File: src/hdl/rbcd_pkg.sv
// rbcd_pkg: item types, request and status codes, controller-datapath interface types
`timescale 1ns / 1ps

package rbcd_pkg;

    // fixed field widths
    localparam int REQ_W    = 2;
    localparam int BLOCK_W  = 48;
    localparam int LEVEL_W  = 3;
    localparam int STATUS_W = 3;
    localparam int IDX_W    = 4;
    localparam int REFS_W   = 8;

    localparam logic [REFS_W-1:0] REFS_MAX = '1;

    // request codes
    localparam logic [REQ_W-1:0] REQ_GET     = 2'd0;
    localparam logic [REQ_W-1:0] REQ_RELEASE = 2'd1;
    localparam logic [REQ_W-1:0] REQ_CLEAR   = 2'd2;
    localparam logic [REQ_W-1:0] REQ_NONE    = 2'd3;

    // result status codes
    localparam logic [STATUS_W-1:0] ST_HIT      = 3'd0;
    localparam logic [STATUS_W-1:0] ST_MISS     = 3'd1;
    localparam logic [STATUS_W-1:0] ST_FULL     = 3'd2;
    localparam logic [STATUS_W-1:0] ST_RELEASED = 3'd3;
    localparam logic [STATUS_W-1:0] ST_CLEARED  = 3'd4;

    typedef struct packed {
        logic [REQ_W-1:0]   req_type;
        logic [BLOCK_W-1:0] block_number;
        logic [LEVEL_W-1:0] priority_level;
    } t_req_item;

    typedef struct packed {
        logic [STATUS_W-1:0] status;
        logic [IDX_W-1:0]    slot_index;
    } t_rsp_item;

    // controller to datapath
    typedef struct packed {
        logic capture;
        logic look;
        logic commit;
    } t_dp_cmd;

    // datapath to controller
    typedef struct packed {
        logic commit_ok;
    } t_dp_sts;

endpackage

File: src/hdl/rbcd_ctrl.sv
// rbcd_ctrl: request sequencer (accept, look up, commit)
`timescale 1ns / 1ps

module rbcd_ctrl (
    input  logic             i_clk,
    input  logic             i_rst_n,
    input  logic             i_in_valid,
    output logic             o_in_ready,
    input  rbcd_pkg::t_dp_sts i_sts,
    output rbcd_pkg::t_dp_cmd o_cmd
);
    import rbcd_pkg::*;

    typedef enum logic [2:0] {
        S_IDLE   = 3'b001,
        S_LOOK   = 3'b010,
        S_COMMIT = 3'b100
    } t_state;

    t_state r_state;
    t_state n_state;
    logic   accept;
    logic   commit;

    // a new item enters when idle or as the current one commits
    assign commit     = (r_state == S_COMMIT) && i_sts.commit_ok;
    assign o_in_ready = (r_state == S_IDLE) || commit;
    assign accept     = i_in_valid && o_in_ready;

    assign o_cmd.capture = accept;
    assign o_cmd.look    = (r_state == S_LOOK);
    assign o_cmd.commit  = commit;

    // next state
    always_comb begin
        n_state = r_state;
        case (r_state)
            S_IDLE: begin
                if (accept) n_state = S_LOOK;
            end
            S_LOOK: begin
                n_state = S_COMMIT;
            end
            S_COMMIT: begin
                if (commit) n_state = accept ? S_LOOK : S_IDLE;
            end
            default: begin
                n_state = S_IDLE;
            end
        endcase
    end

    always_ff @(posedge i_clk) begin
        if (!i_rst_n) begin
            r_state <= S_IDLE;
        end else begin
            r_state <= n_state;
        end
    end

endmodule

File: src/hdl/rbcd_dpath.sv
// rbcd_dpath: slot directory, match and victim search, slot update, result register
`timescale 1ns / 1ps

module rbcd_dpath #(
    parameter int SLOTS     = 16,
    parameter int TOP_LEVEL = 5,
    parameter int TAG_BITS  = 48
) (
    input  logic               i_clk,
    input  logic               i_rst_n,
    input  rbcd_pkg::t_req_item i_in_item,
    input  rbcd_pkg::t_dp_cmd   i_cmd,
    output rbcd_pkg::t_dp_sts   o_sts,
    output logic               o_out_valid,
    input  logic               i_out_ready,
    output rbcd_pkg::t_rsp_item o_out_item
);
    import rbcd_pkg::*;

    localparam int SLOT_W = $clog2(SLOTS);
    localparam int LEVELS = 1 << LEVEL_W;

    // captured request
    logic [REQ_W-1:0]    r_req_type;
    logic [TAG_BITS-1:0] r_tag;
    logic [LEVEL_W-1:0]  r_level;

    // slot state
    logic                r_slot_valid [SLOTS];
    logic [TAG_BITS-1:0] r_slot_tag   [SLOTS];
    logic [LEVEL_W-1:0]  r_slot_level [SLOTS];
    logic [REFS_W-1:0]   r_slot_refs  [SLOTS];

    // look-up results
    logic [SLOTS-1:0] r_hit_vec;
    logic [SLOTS-1:0] r_free_vec;
    logic [SLOTS-1:0] r_cand_vec;
    logic [SLOTS-1:0] n_hit_vec;
    logic [SLOTS-1:0] n_free_vec;
    logic [SLOTS-1:0] n_cand_vec;

    logic [LEVELS-1:0]  lvl_any;
    logic [LEVEL_W-1:0] min_lvl;
    logic [LEVEL_W-1:0] req_lvl;

    logic              hit_any;
    logic              free_any;
    logic              cand_any;
    logic [SLOT_W-1:0] hit_idx;
    logic [SLOT_W-1:0] free_idx;
    logic [SLOT_W-1:0] cand_idx;
    logic              alloc_any;
    logic [SLOT_W-1:0] alloc_idx;

    logic      r_out_valid;
    t_rsp_item r_out_item;
    t_rsp_item n_out_item;

    // level clamp at capture
    assign req_lvl = (i_in_item.priority_level > LEVEL_W'(TOP_LEVEL)) ?
                     LEVEL_W'(TOP_LEVEL) : i_in_item.priority_level;

    always_ff @(posedge i_clk) begin
        if (i_cmd.capture) begin
            r_req_type <= i_in_item.req_type;
            r_tag      <= TAG_BITS'(i_in_item.block_number);
            r_level    <= req_lvl;
        end
    end

    // per-slot match, free and unreferenced-level flags
    always_comb begin
        lvl_any = '0;
        for (int s = 0; s < SLOTS; s++) begin
            n_hit_vec[s]  = r_slot_valid[s] && (r_slot_tag[s] == r_tag);
            n_free_vec[s] = !r_slot_valid[s];
            if (r_slot_refs[s] == '0) lvl_any[r_slot_level[s]] = 1'b1;
        end
        // lowest level among unreferenced slots
        min_lvl = '0;
        for (int l = LEVELS - 1; l >= 0; l--) begin
            if (lvl_any[l]) min_lvl = LEVEL_W'(l);
        end
        for (int s = 0; s < SLOTS; s++) begin
            n_cand_vec[s] = (r_slot_refs[s] == '0) && (r_slot_level[s] == min_lvl);
        end
    end

    always_ff @(posedge i_clk) begin
        if (i_cmd.look) begin
            r_hit_vec  <= n_hit_vec;
            r_free_vec <= n_free_vec;
            r_cand_vec <= n_cand_vec;
        end
    end

    // lowest-index picks
    always_comb begin
        hit_idx  = '0;
        free_idx = '0;
        cand_idx = '0;
        for (int s = SLOTS - 1; s >= 0; s--) begin
            if (r_hit_vec[s])  hit_idx  = SLOT_W'(s);
            if (r_free_vec[s]) free_idx = SLOT_W'(s);
            if (r_cand_vec[s]) cand_idx = SLOT_W'(s);
        end
        hit_any   = |r_hit_vec;
        free_any  = |r_free_vec;
        cand_any  = |r_cand_vec;
        alloc_any = free_any || cand_any;
        alloc_idx = free_any ? free_idx : cand_idx;
    end

    // slot control state update
    always_ff @(posedge i_clk) begin
        if (!i_rst_n) begin
            for (int s = 0; s < SLOTS; s++) begin
                r_slot_valid[s] <= 1'b0;
                r_slot_level[s] <= '0;
                r_slot_refs[s]  <= '0;
            end
        end else if (i_cmd.commit) begin
            case (r_req_type)
                REQ_GET: begin
                    if (hit_any) begin
                        if (r_slot_level[hit_idx] < r_level) begin
                            r_slot_level[hit_idx] <= r_level;
                        end
                        if (r_slot_refs[hit_idx] != REFS_MAX) begin
                            r_slot_refs[hit_idx] <= r_slot_refs[hit_idx] + 1'b1;
                        end
                    end else if (alloc_any) begin
                        r_slot_valid[alloc_idx] <= 1'b1;
                        r_slot_level[alloc_idx] <= r_level;
                        r_slot_refs[alloc_idx]  <= REFS_W'(1);
                    end
                end
                REQ_RELEASE: begin
                    for (int s = 0; s < SLOTS; s++) begin
                        if (r_hit_vec[s] && (r_slot_refs[s] != '0)) begin
                            r_slot_refs[s] <= r_slot_refs[s] - 1'b1;
                        end
                    end
                end
                REQ_CLEAR: begin
                    for (int s = 0; s < SLOTS; s++) begin
                        r_slot_valid[s] <= 1'b0;
                        r_slot_level[s] <= '0;
                        r_slot_refs[s]  <= '0;
                    end
                end
                default: begin
                end
            endcase
        end
    end

    // tag written on allocation
    always_ff @(posedge i_clk) begin
        if (i_cmd.commit && (r_req_type == REQ_GET) && !hit_any && alloc_any) begin
            r_slot_tag[alloc_idx] <= r_tag;
        end
    end

    // result of the committing item
    always_comb begin
        n_out_item.status     = ST_CLEARED;
        n_out_item.slot_index = '0;
        case (r_req_type)
            REQ_GET: begin
                if (hit_any) begin
                    n_out_item.status     = ST_HIT;
                    n_out_item.slot_index = IDX_W'(hit_idx);
                end else if (alloc_any) begin
                    n_out_item.status     = ST_MISS;
                    n_out_item.slot_index = IDX_W'(alloc_idx);
                end else begin
                    n_out_item.status = ST_FULL;
                end
            end
            REQ_RELEASE: begin
                n_out_item.status = ST_RELEASED;
            end
            default: begin
                n_out_item.status = ST_CLEARED;
            end
        endcase
    end

    // output register
    always_ff @(posedge i_clk) begin
        if (!i_rst_n) begin
            r_out_valid <= 1'b0;
        end else if (i_cmd.commit && (r_req_type != REQ_NONE)) begin
            r_out_valid <= 1'b1;
        end else if (i_out_ready) begin
            r_out_valid <= 1'b0;
        end
    end

    always_ff @(posedge i_clk) begin
        if (i_cmd.commit && (r_req_type != REQ_NONE)) begin
            r_out_item <= n_out_item;
        end
    end

    // commit waits only for room in the output register
    assign o_sts.commit_ok = (r_req_type == REQ_NONE) || !r_out_valid || i_out_ready;

    assign o_out_valid = r_out_valid;
    assign o_out_item  = r_out_item;

endmodule

File: src/hdl/refcounted_block_cache_directory.sv
// refcounted_block_cache_directory: top level of the reference-counted cache directory
//
// Input channel (i_in_valid / o_in_ready / i_in_item) takes one request item:
// get a block, release a block, or clear the whole directory. Output channel
// (o_out_valid / i_out_ready / o_out_item) returns one result item per request
// (hit, miss with slot allocated, full, released, cleared); request type three
// is dropped with no result.
// One item is in flight at a time: capture, then a look-up state of parallel tag
// compare and victim level search over all slots, then a commit state that
// updates a slot and loads the output register.
// The next item is accepted in the commit cycle of the current one, while its
// result waits in the output register. If the receiver stalls with a result
// still held, the following item stays in its commit cycle until the register
// frees, and no further item is accepted meanwhile.
// Synchronous reset (i_rst_n low) empties the directory at once: all slots
// invalid with level and count zero, no result pending. No clearing pass.
`timescale 1ns / 1ps

module refcounted_block_cache_directory #(
    parameter int SLOTS     = 16,
    parameter int TOP_LEVEL = 5,
    parameter int TAG_BITS  = 48
) (
    input  logic                i_clk,
    input  logic                i_rst_n,
    input  logic                i_in_valid,
    output logic                o_in_ready,
    input  rbcd_pkg::t_req_item i_in_item,
    output logic                o_out_valid,
    input  logic                i_out_ready,
    output rbcd_pkg::t_rsp_item o_out_item
);
    import rbcd_pkg::*;

    t_dp_cmd dp_cmd;
    t_dp_sts dp_sts;

    // sequencer
    rbcd_ctrl u_ctrl (
        .i_clk      (i_clk),
        .i_rst_n    (i_rst_n),
        .i_in_valid (i_in_valid),
        .o_in_ready (o_in_ready),
        .i_sts      (dp_sts),
        .o_cmd      (dp_cmd)
    );

    // directory datapath
    rbcd_dpath #(
        .SLOTS     (SLOTS),
        .TOP_LEVEL (TOP_LEVEL),
        .TAG_BITS  (TAG_BITS)
    ) u_dpath (
        .i_clk       (i_clk),
        .i_rst_n     (i_rst_n),
        .i_in_item   (i_in_item),
        .i_cmd       (dp_cmd),
        .o_sts       (dp_sts),
        .o_out_valid (o_out_valid),
        .i_out_ready (i_out_ready),
        .o_out_item  (o_out_item)
    );

endmodule
File: config.mk
export PLATFORM = sky130hd
export DESIGN_NAME = refcounted_block_cache_directory
export DESIGN_NICKNAME = d
export VERILOG_FILES = /design/src/hdl/rbcd_pkg.sv /design/src/hdl/rbcd_ctrl.sv /design/src/hdl/rbcd_dpath.sv /design/src/hdl/refcounted_block_cache_directory.sv
export SDC_FILE = /design/constraint.sdc
export NUM_CORES = 2
export LEC_CHECK = 0
export BUFFER_PORTS_ARGS = -buffer_cell sky130_fd_sc_hd__buf_2
export CORE_MARGIN = 2
export CORE_UTILIZATION = 40
export CTS_BUF_LIST = sky130_fd_sc_hd__clkbuf_4
export DETAILED_ROUTE_END_ITERATION = 7
export GPL_ROUTABILITY_DRIVEN = 1
export PLACE_DENSITY = 0.65
export SETUP_SLACK_MARGIN = 0.02
export SYNTH_ARGS = -nofsm -noshare
export SYNTH_HDL_FRONTEND = slang
export SYNTH_SLANG_ARGS = --single-unit
File: constraint.sdc
create_clock -name i_clk -period 7.97 [get_ports i_clk]
set_clock_uncertainty 0.15 [all_clocks]
set_input_delay 1.1955 -clock i_clk [delete_from_list [all_inputs] [get_ports i_clk]]
set_output_delay 1.1955 -clock i_clk [all_outputs]
set_load 0.02 [all_outputs]
* Word level (Yosys, flattened, before mapping)
Memories as Yosys holds them, arrays and structs flattened. Index checks and enable logic that the tools add are counted.
Operators by class: mux-type cells 299, reduce and logical (&&, ||, !) cells 135, $add $sub $neg 17, magnitude comparators 34, equality and inequality tests 42, bitwise gates (word level) 79
Operator list (number):
- == test 48 bit | 16
- two-way mux 8 bit | 50
- two-way mux 4 bit | 55
- two-way mux 1 bit | 145
- logical NOT 8 bit | 16
- nonzero test 8 bit | 16
- subtractor 8 x 1 -> 8 bit (second input constant) | 16
- bitwise OR 8 bit | 15
- two-way mux 3 bit | 28
- logical AND 1 bit | 70
- < comparator 3 x 4 -> 1 bit (second input constant) | 16
- bitwise OR 1 bit | 64
- demux 1 bit (select 3 bit) | 16
- == test 3 bit | 16
- >= comparator 3 x 1 -> 1 bit (second input constant) | 16
- OR reduction 16 bit | 3
- logical NOT 1 bit | 18
- OR reduction 8 bit | 2
- case mux 3 bit (3 select lines) | 1
- adder 8 x 1 -> 8 bit (second input constant) | 1
- inequality test 8 bit (second input constant) | 1
- two-way mux 6 bit | 1
- case mux 3 bit (2 select lines) | 1
- OR reduction 3 bit | 2
- 15 further kinds | 21
Storage, ports and cells: output and inout port bits 9, memory bits (writable) 960, logic and storage cells 620, memories kept 4, flip-flop bits (word level) 112
Memory list:
- u_dpath.r_slot_tag | words 16, width 48, rd ports 16, clocked after memory_dff 0, write ports 1, line rbcd_dpath.sv:30 | logic [TAG_BITS-1:0] r_slot_tag [SLOTS];
- u_dpath.r_slot_refs | words 16, width 8, rd ports 17, clocked after memory_dff 0, write ports 16, line rbcd_dpath.sv:32 | logic [REFS_W-1:0] r_slot_refs [SLOTS];
- u_dpath.r_slot_level | words 16, width 3, rd ports 17, clocked after memory_dff 0, write ports 16, line rbcd_dpath.sv:31 | logic [LEVEL_W-1:0] r_slot_level [SLOTS];
- u_dpath.r_slot_valid | words 16, width 1, rd ports 16, clocked after memory_dff 0, write ports 16, line rbcd_dpath.sv:29 | logic r_slot_valid [SLOTS];

* Depth between registers and ports, before layout
An unclocked memory read counts as a cell.
word-level depth 46, mapped depth 21, mapped depth without buffers 15

* By module
Synthesis repeated with hierarchy kept, for this count alone.
Second synthesis, totals: cell total of the unflattened synthesis 3725, area, all modules 49899.1 µm²
By module, submodules not included:
- rbcd_dpath | cells an instance 3704, sequential area each 31930.6 µm², times used 1, area each 49721.4 µm²
- rbcd_ctrl | cells an instance 21, sequential area each 60.1 µm², times used 1, area each 177.7 µm²

* Worst setup path after synthesis
Ideal clock, no wire load.
path kind flip-flop to flip-flop, from reg u_ctrl.r_state[1], to reg u_dpath.r_cand_vec[0] (enable), arrival time 3.999 ns, stages on the path, launching flop included 2, required time 7.294 ns, clock period less this slack 4.675 ns, setup slack 3.295 ns, cells stage by stage dfxtp_1 nor3b_1
Between the ends: longest elaborated chain between the ends 1
RTL lines:
- from (decl) | line rbcd_ctrl.sv:20 | t_state r_state;
- from (signal assigned) | line rbcd_ctrl.sv:57 | r_state <= n_state;
- == test 3 x 2 -> 1 bit | line rbcd_ctrl.sv:31 | assign o_cmd.look = (r_state == S_LOOK);
- to (signal assigned) | line rbcd_dpath.sv:93 | r_cand_vec <= n_cand_vec;
- to (decl) | line rbcd_dpath.sv:37 | logic [SLOTS-1:0] r_cand_vec;
Every way passes these cells. A chain may end at the register's enable or synchronous reset.

==> summary.txt <==
Placed design
  – Dpl cell area: approximately 53000 um2
  – Pre-CTS setup slack: approximately 2.1 ns
  – Detailed placement HPWL: about 96 mm
  – Port Buffers: 65
  – Gp weighted congestion: 0.996

Floorplanning
  – Ports: between 60 and 70
  – Die area: between 100000 and 150000 um2
  – Die Y: 358 um
  – Initial core utilization: 0.404
  – Core area: 124000 um2
  – Row count: 129
  – Die Wd: 358 um

Finish
  – Synth-to-Final Area Change: 12.9%
  – Commonest non-fill, non-tap cell in the layout: edfxtp_1
  – Final core occ: 0.457
  – Final #Nets: 4114
  – Final Cell Area: 56700 um2
  – Share of layout cells above drive strength 1: 0.172
  – Commonest cells after routing, fill and taps aside: edfxtp_1, xor2_1, clkbuf_4

Synthesis
  – Post-synthesis cell area: 50200 um2
  – Syn nets: 3782
  – Ys flop type: edfxtp_1
  – Post-synth ARST share: 0
  – Cell variety after synth: 98
  – Mapped Cells: 3703
  – Syn Area/Cell: 13.6 um2
  – Synth Register Bits: between 1000 and 1500
  – EDFF count, synth: roughly 1100
  – Post-synthesis sequential area ratio: 0.637
  – Synth warnings: 0

Clock tree
  – Worst-Skew Late Latency: roughly 1.2 ns
  – Clock Sinks: 1072
  – Num CTS Buffers: 294
  – CTS tree: yes
  – Clock slew seen by the registers of the worst setup and hold paths: 0.06 ns
  – Setup bufs post-CTS: 0
  – Post-CTS Hold Fix Bufs: 50
  – Root buf cell: clkbuf_4
  – Post_cts resized: 0
  – H-tree depth: 5
  – Buffer depth of the longest clock path: 4

Drt
  – Final ANT Viol Nets: 0
  – WL/cell: around 25 um
  – Vias per cell: 5.66
  – WL final: 148 mm
  – DR iter-0 viols: 3944
  – Routed vias: 33100
  – DRC errors left: 0
  – Drt pass-1 iters: 6

Timing
  – Max Freq: 169 MHz
  – Final WS setup: 2.04 ns
  – Max Slew Vio Count: 0
  – Hold Vio Cnt, Final: 0
  – Slew HR: 0.185
  – Hold_ws: approximately 0.082 ns
  – Period minus WS final: slightly below 6 ns
  – Setup TNS: 0 ns
  – Slew @ Worst Pin: 1.22 ns
  – Final setup fails: 0
  – Unrepaired setup endpoints after global routing: no
  – Part of the cycle the worst path needs: 0.744

Power and ir drop
  – P_int: approximately 9 mW
  – Switch Pwr: a little under 3 mW
  – Clock Power Share: 0.391
  – Sw frac: 0.243
  – Register share of total power: 0.537
  – Leak: 19.2 nW
  – Comb power frac: 0.072
  – Peak supply drop: 0.199 mV
  – Cell area power density: 210 nW/um2

Setup path
  – Crit path kind: register to register
  – Critical path launch point type: register
  – CP Capture Type: register
  – Crit path required time: between 8 and 9 ns
  – CP max FO: 36
  – CP arrival: 6.55 ns

Global route
  – Vias in the first global route: 32300
  – Antenna violations before repair: 6
  – First-pass GRT wire length: approximately 210 mm
  – Pin count of the biggest net entering global routing: 54
  – Total grt overflow: 0
  – GRT Total Usage: 0.229

Run
  – Max cap viols: 0

Min path
  – Hold WC Path Type: input pin to register

Status
  – Outcome: completed
[worst paths after layout]
kind                           startpoint                   endpoint  slack (ns)  depth (start not counted)
setup reg to reg     u_dpath.r_hit_vec[9]  u_dpath.r_slot_refs[9][2]        2.04                         11
hold / removal               i_in_item[2]         u_dpath.r_level[2]        0.08                          1
setup / recovery     u_dpath.r_hit_vec[9]  u_dpath.r_slot_refs[9][2]        2.04                         11
hold reg to reg   u_dpath.r_slot_valid[6]      u_dpath.r_free_vec[6]        0.33                          1
[cell usage after synthesis, types with 20 or more instances]
| cell type | number | share of area |
|---|---|---|
| nor2b_1 | 24 | 0.0030 |
| nand4_1 | 69 | 0.0086 |
| buf_2 | 20 | 0.0020 |
| nand2_1 | 185 | 0.014 |
| xnor2_1 | 121 | 0.021 |
| nor4_1 | 219 | 0.027 |
| xor2_1 | 733 | 0.13 |
| a21oi_1 | 53 | 0.0053 |
| nor3_1 | 102 | 0.010 |
| o22ai_1 | 62 | 0.0077 |
| inv_1 | 100 | 0.0075 |
| nand3_1 | 90 | 0.0090 |
| buf_1 | 24 | 0.0018 |
| mux2i_1 | 38 | 0.0076 |
| ha_1 | 22 | 0.0055 |
| o21ai_0 | 43 | 0.0043 |
| nor3b_1 | 23 | 0.0034 |
| nand2b_1 | 21 | 0.0026 |
| clkbuf_1 | 137 | 0.010 |
| edfxtp_1 | 1052 | 0.63 |
| o32ai_1 | 32 | 0.0056 |
| dfxtp_1 | 20 | 0.0080 |
| nor2_1 | 185 | 0.014 |
| mux4_2 | 20 | 0.0090 |
[cell type report]
class	count	area [um2]
Inverter	100	375
Timing Repair Buffer	234	1720
Clock buffer	427	3210
Tap cell	1637	2050
Clock inverter	45	203
Sequential cell	1072	32000
Multi-Input combinational cell	2333	17100
Fill cell	11000	67500
Antenna cell	10	25.0
[flip-flops by register name, indices dropped and copies added (netlist names)]
| name | count |
|---|---|
| u_dpath.r_slot_refs | 128 |
| u_dpath.r_slot_valid | 16 |
| u_dpath.r_slot_tag | 768 |
| u_dpath.o_out_item | 7 |
| u_dpath.o_out_valid | 1 |
| u_ctrl.r_state | 3 |
| u_dpath.r_cand_vec | 16 |
| u_dpath.r_tag | 48 |
| u_dpath.r_req_type | 2 |
| u_dpath.r_level | 3 |
| u_dpath.r_free_vec | 16 |
| u_dpath.r_hit_vec | 16 |
| u_dpath.r_slot_level | 48 |
[stage by stage]
| stage | instances | power [mW] |
|---|---|---|
| global placement | 5326 | 7.33 |
| detailed placement | 5326 | 7.34 |
| global route | 5858 | 12.4 |
| finish | 5858 | 11.9 |
| CTS | 5848 | 12.0 |
| floorplan | 3703 | 6.98 |
[cell families (layout without fill, tap and decap cells)]
| family | count (synthesis) | count (layout) | synth area share |
|---|---|---|---|
| simple gates | 1019 | 1019 | 0.109 |
| mux | 72 | 72 | 0.0201 |
| flops | 1072 | 1072 | 0.637 |
| compound gates | 366 | 366 | 0.0543 |
| buf+inv | 298 | 806 | 0.0251 |
| fa+ha+maj | 22 | 22 | 0.00548 |
| xor+xnor | 854 | 854 | 0.149 |
| other cells | 0 | 10 | 0 |
[power by group through the flow]
stage	Clock [mW]	Combinational (mW)	Sequential, mW
3_5_place_dp	0	0.830	6.51
6_report	4.66	0.855	6.40
3_3_place_gp	0	0.821	6.51
2_1_floorplan	0	0.501	6.48
4_1_cts	4.75	0.853	6.39
5_1_grt	5.04	0.916	6.40
[metal layers]
metal	GRT usage	vias to the layer above	wire length [um]
met2	0.362	1699	68500
met1	0.305	16500	60800
met5	0	-	0
met4	0.107	0	6620
li1	-	14600	-
met3	0.0464	356	12400
[critical path, cell delays in order (launching register included)]
cell	delay, ns
edfxtp_1	0.54
or3_1	0.46
o21ai_2	0.44
nand2_2	0.69
mux4_2	0.72
a22oi_1	0.25
o221ai_2	0.18
ha_1	0.26
o21ai_1	0.23
nand3b_4	0.27
o211ai_4	0.31
o21ai_0	1.00
(Power assumes the default switching activity.)
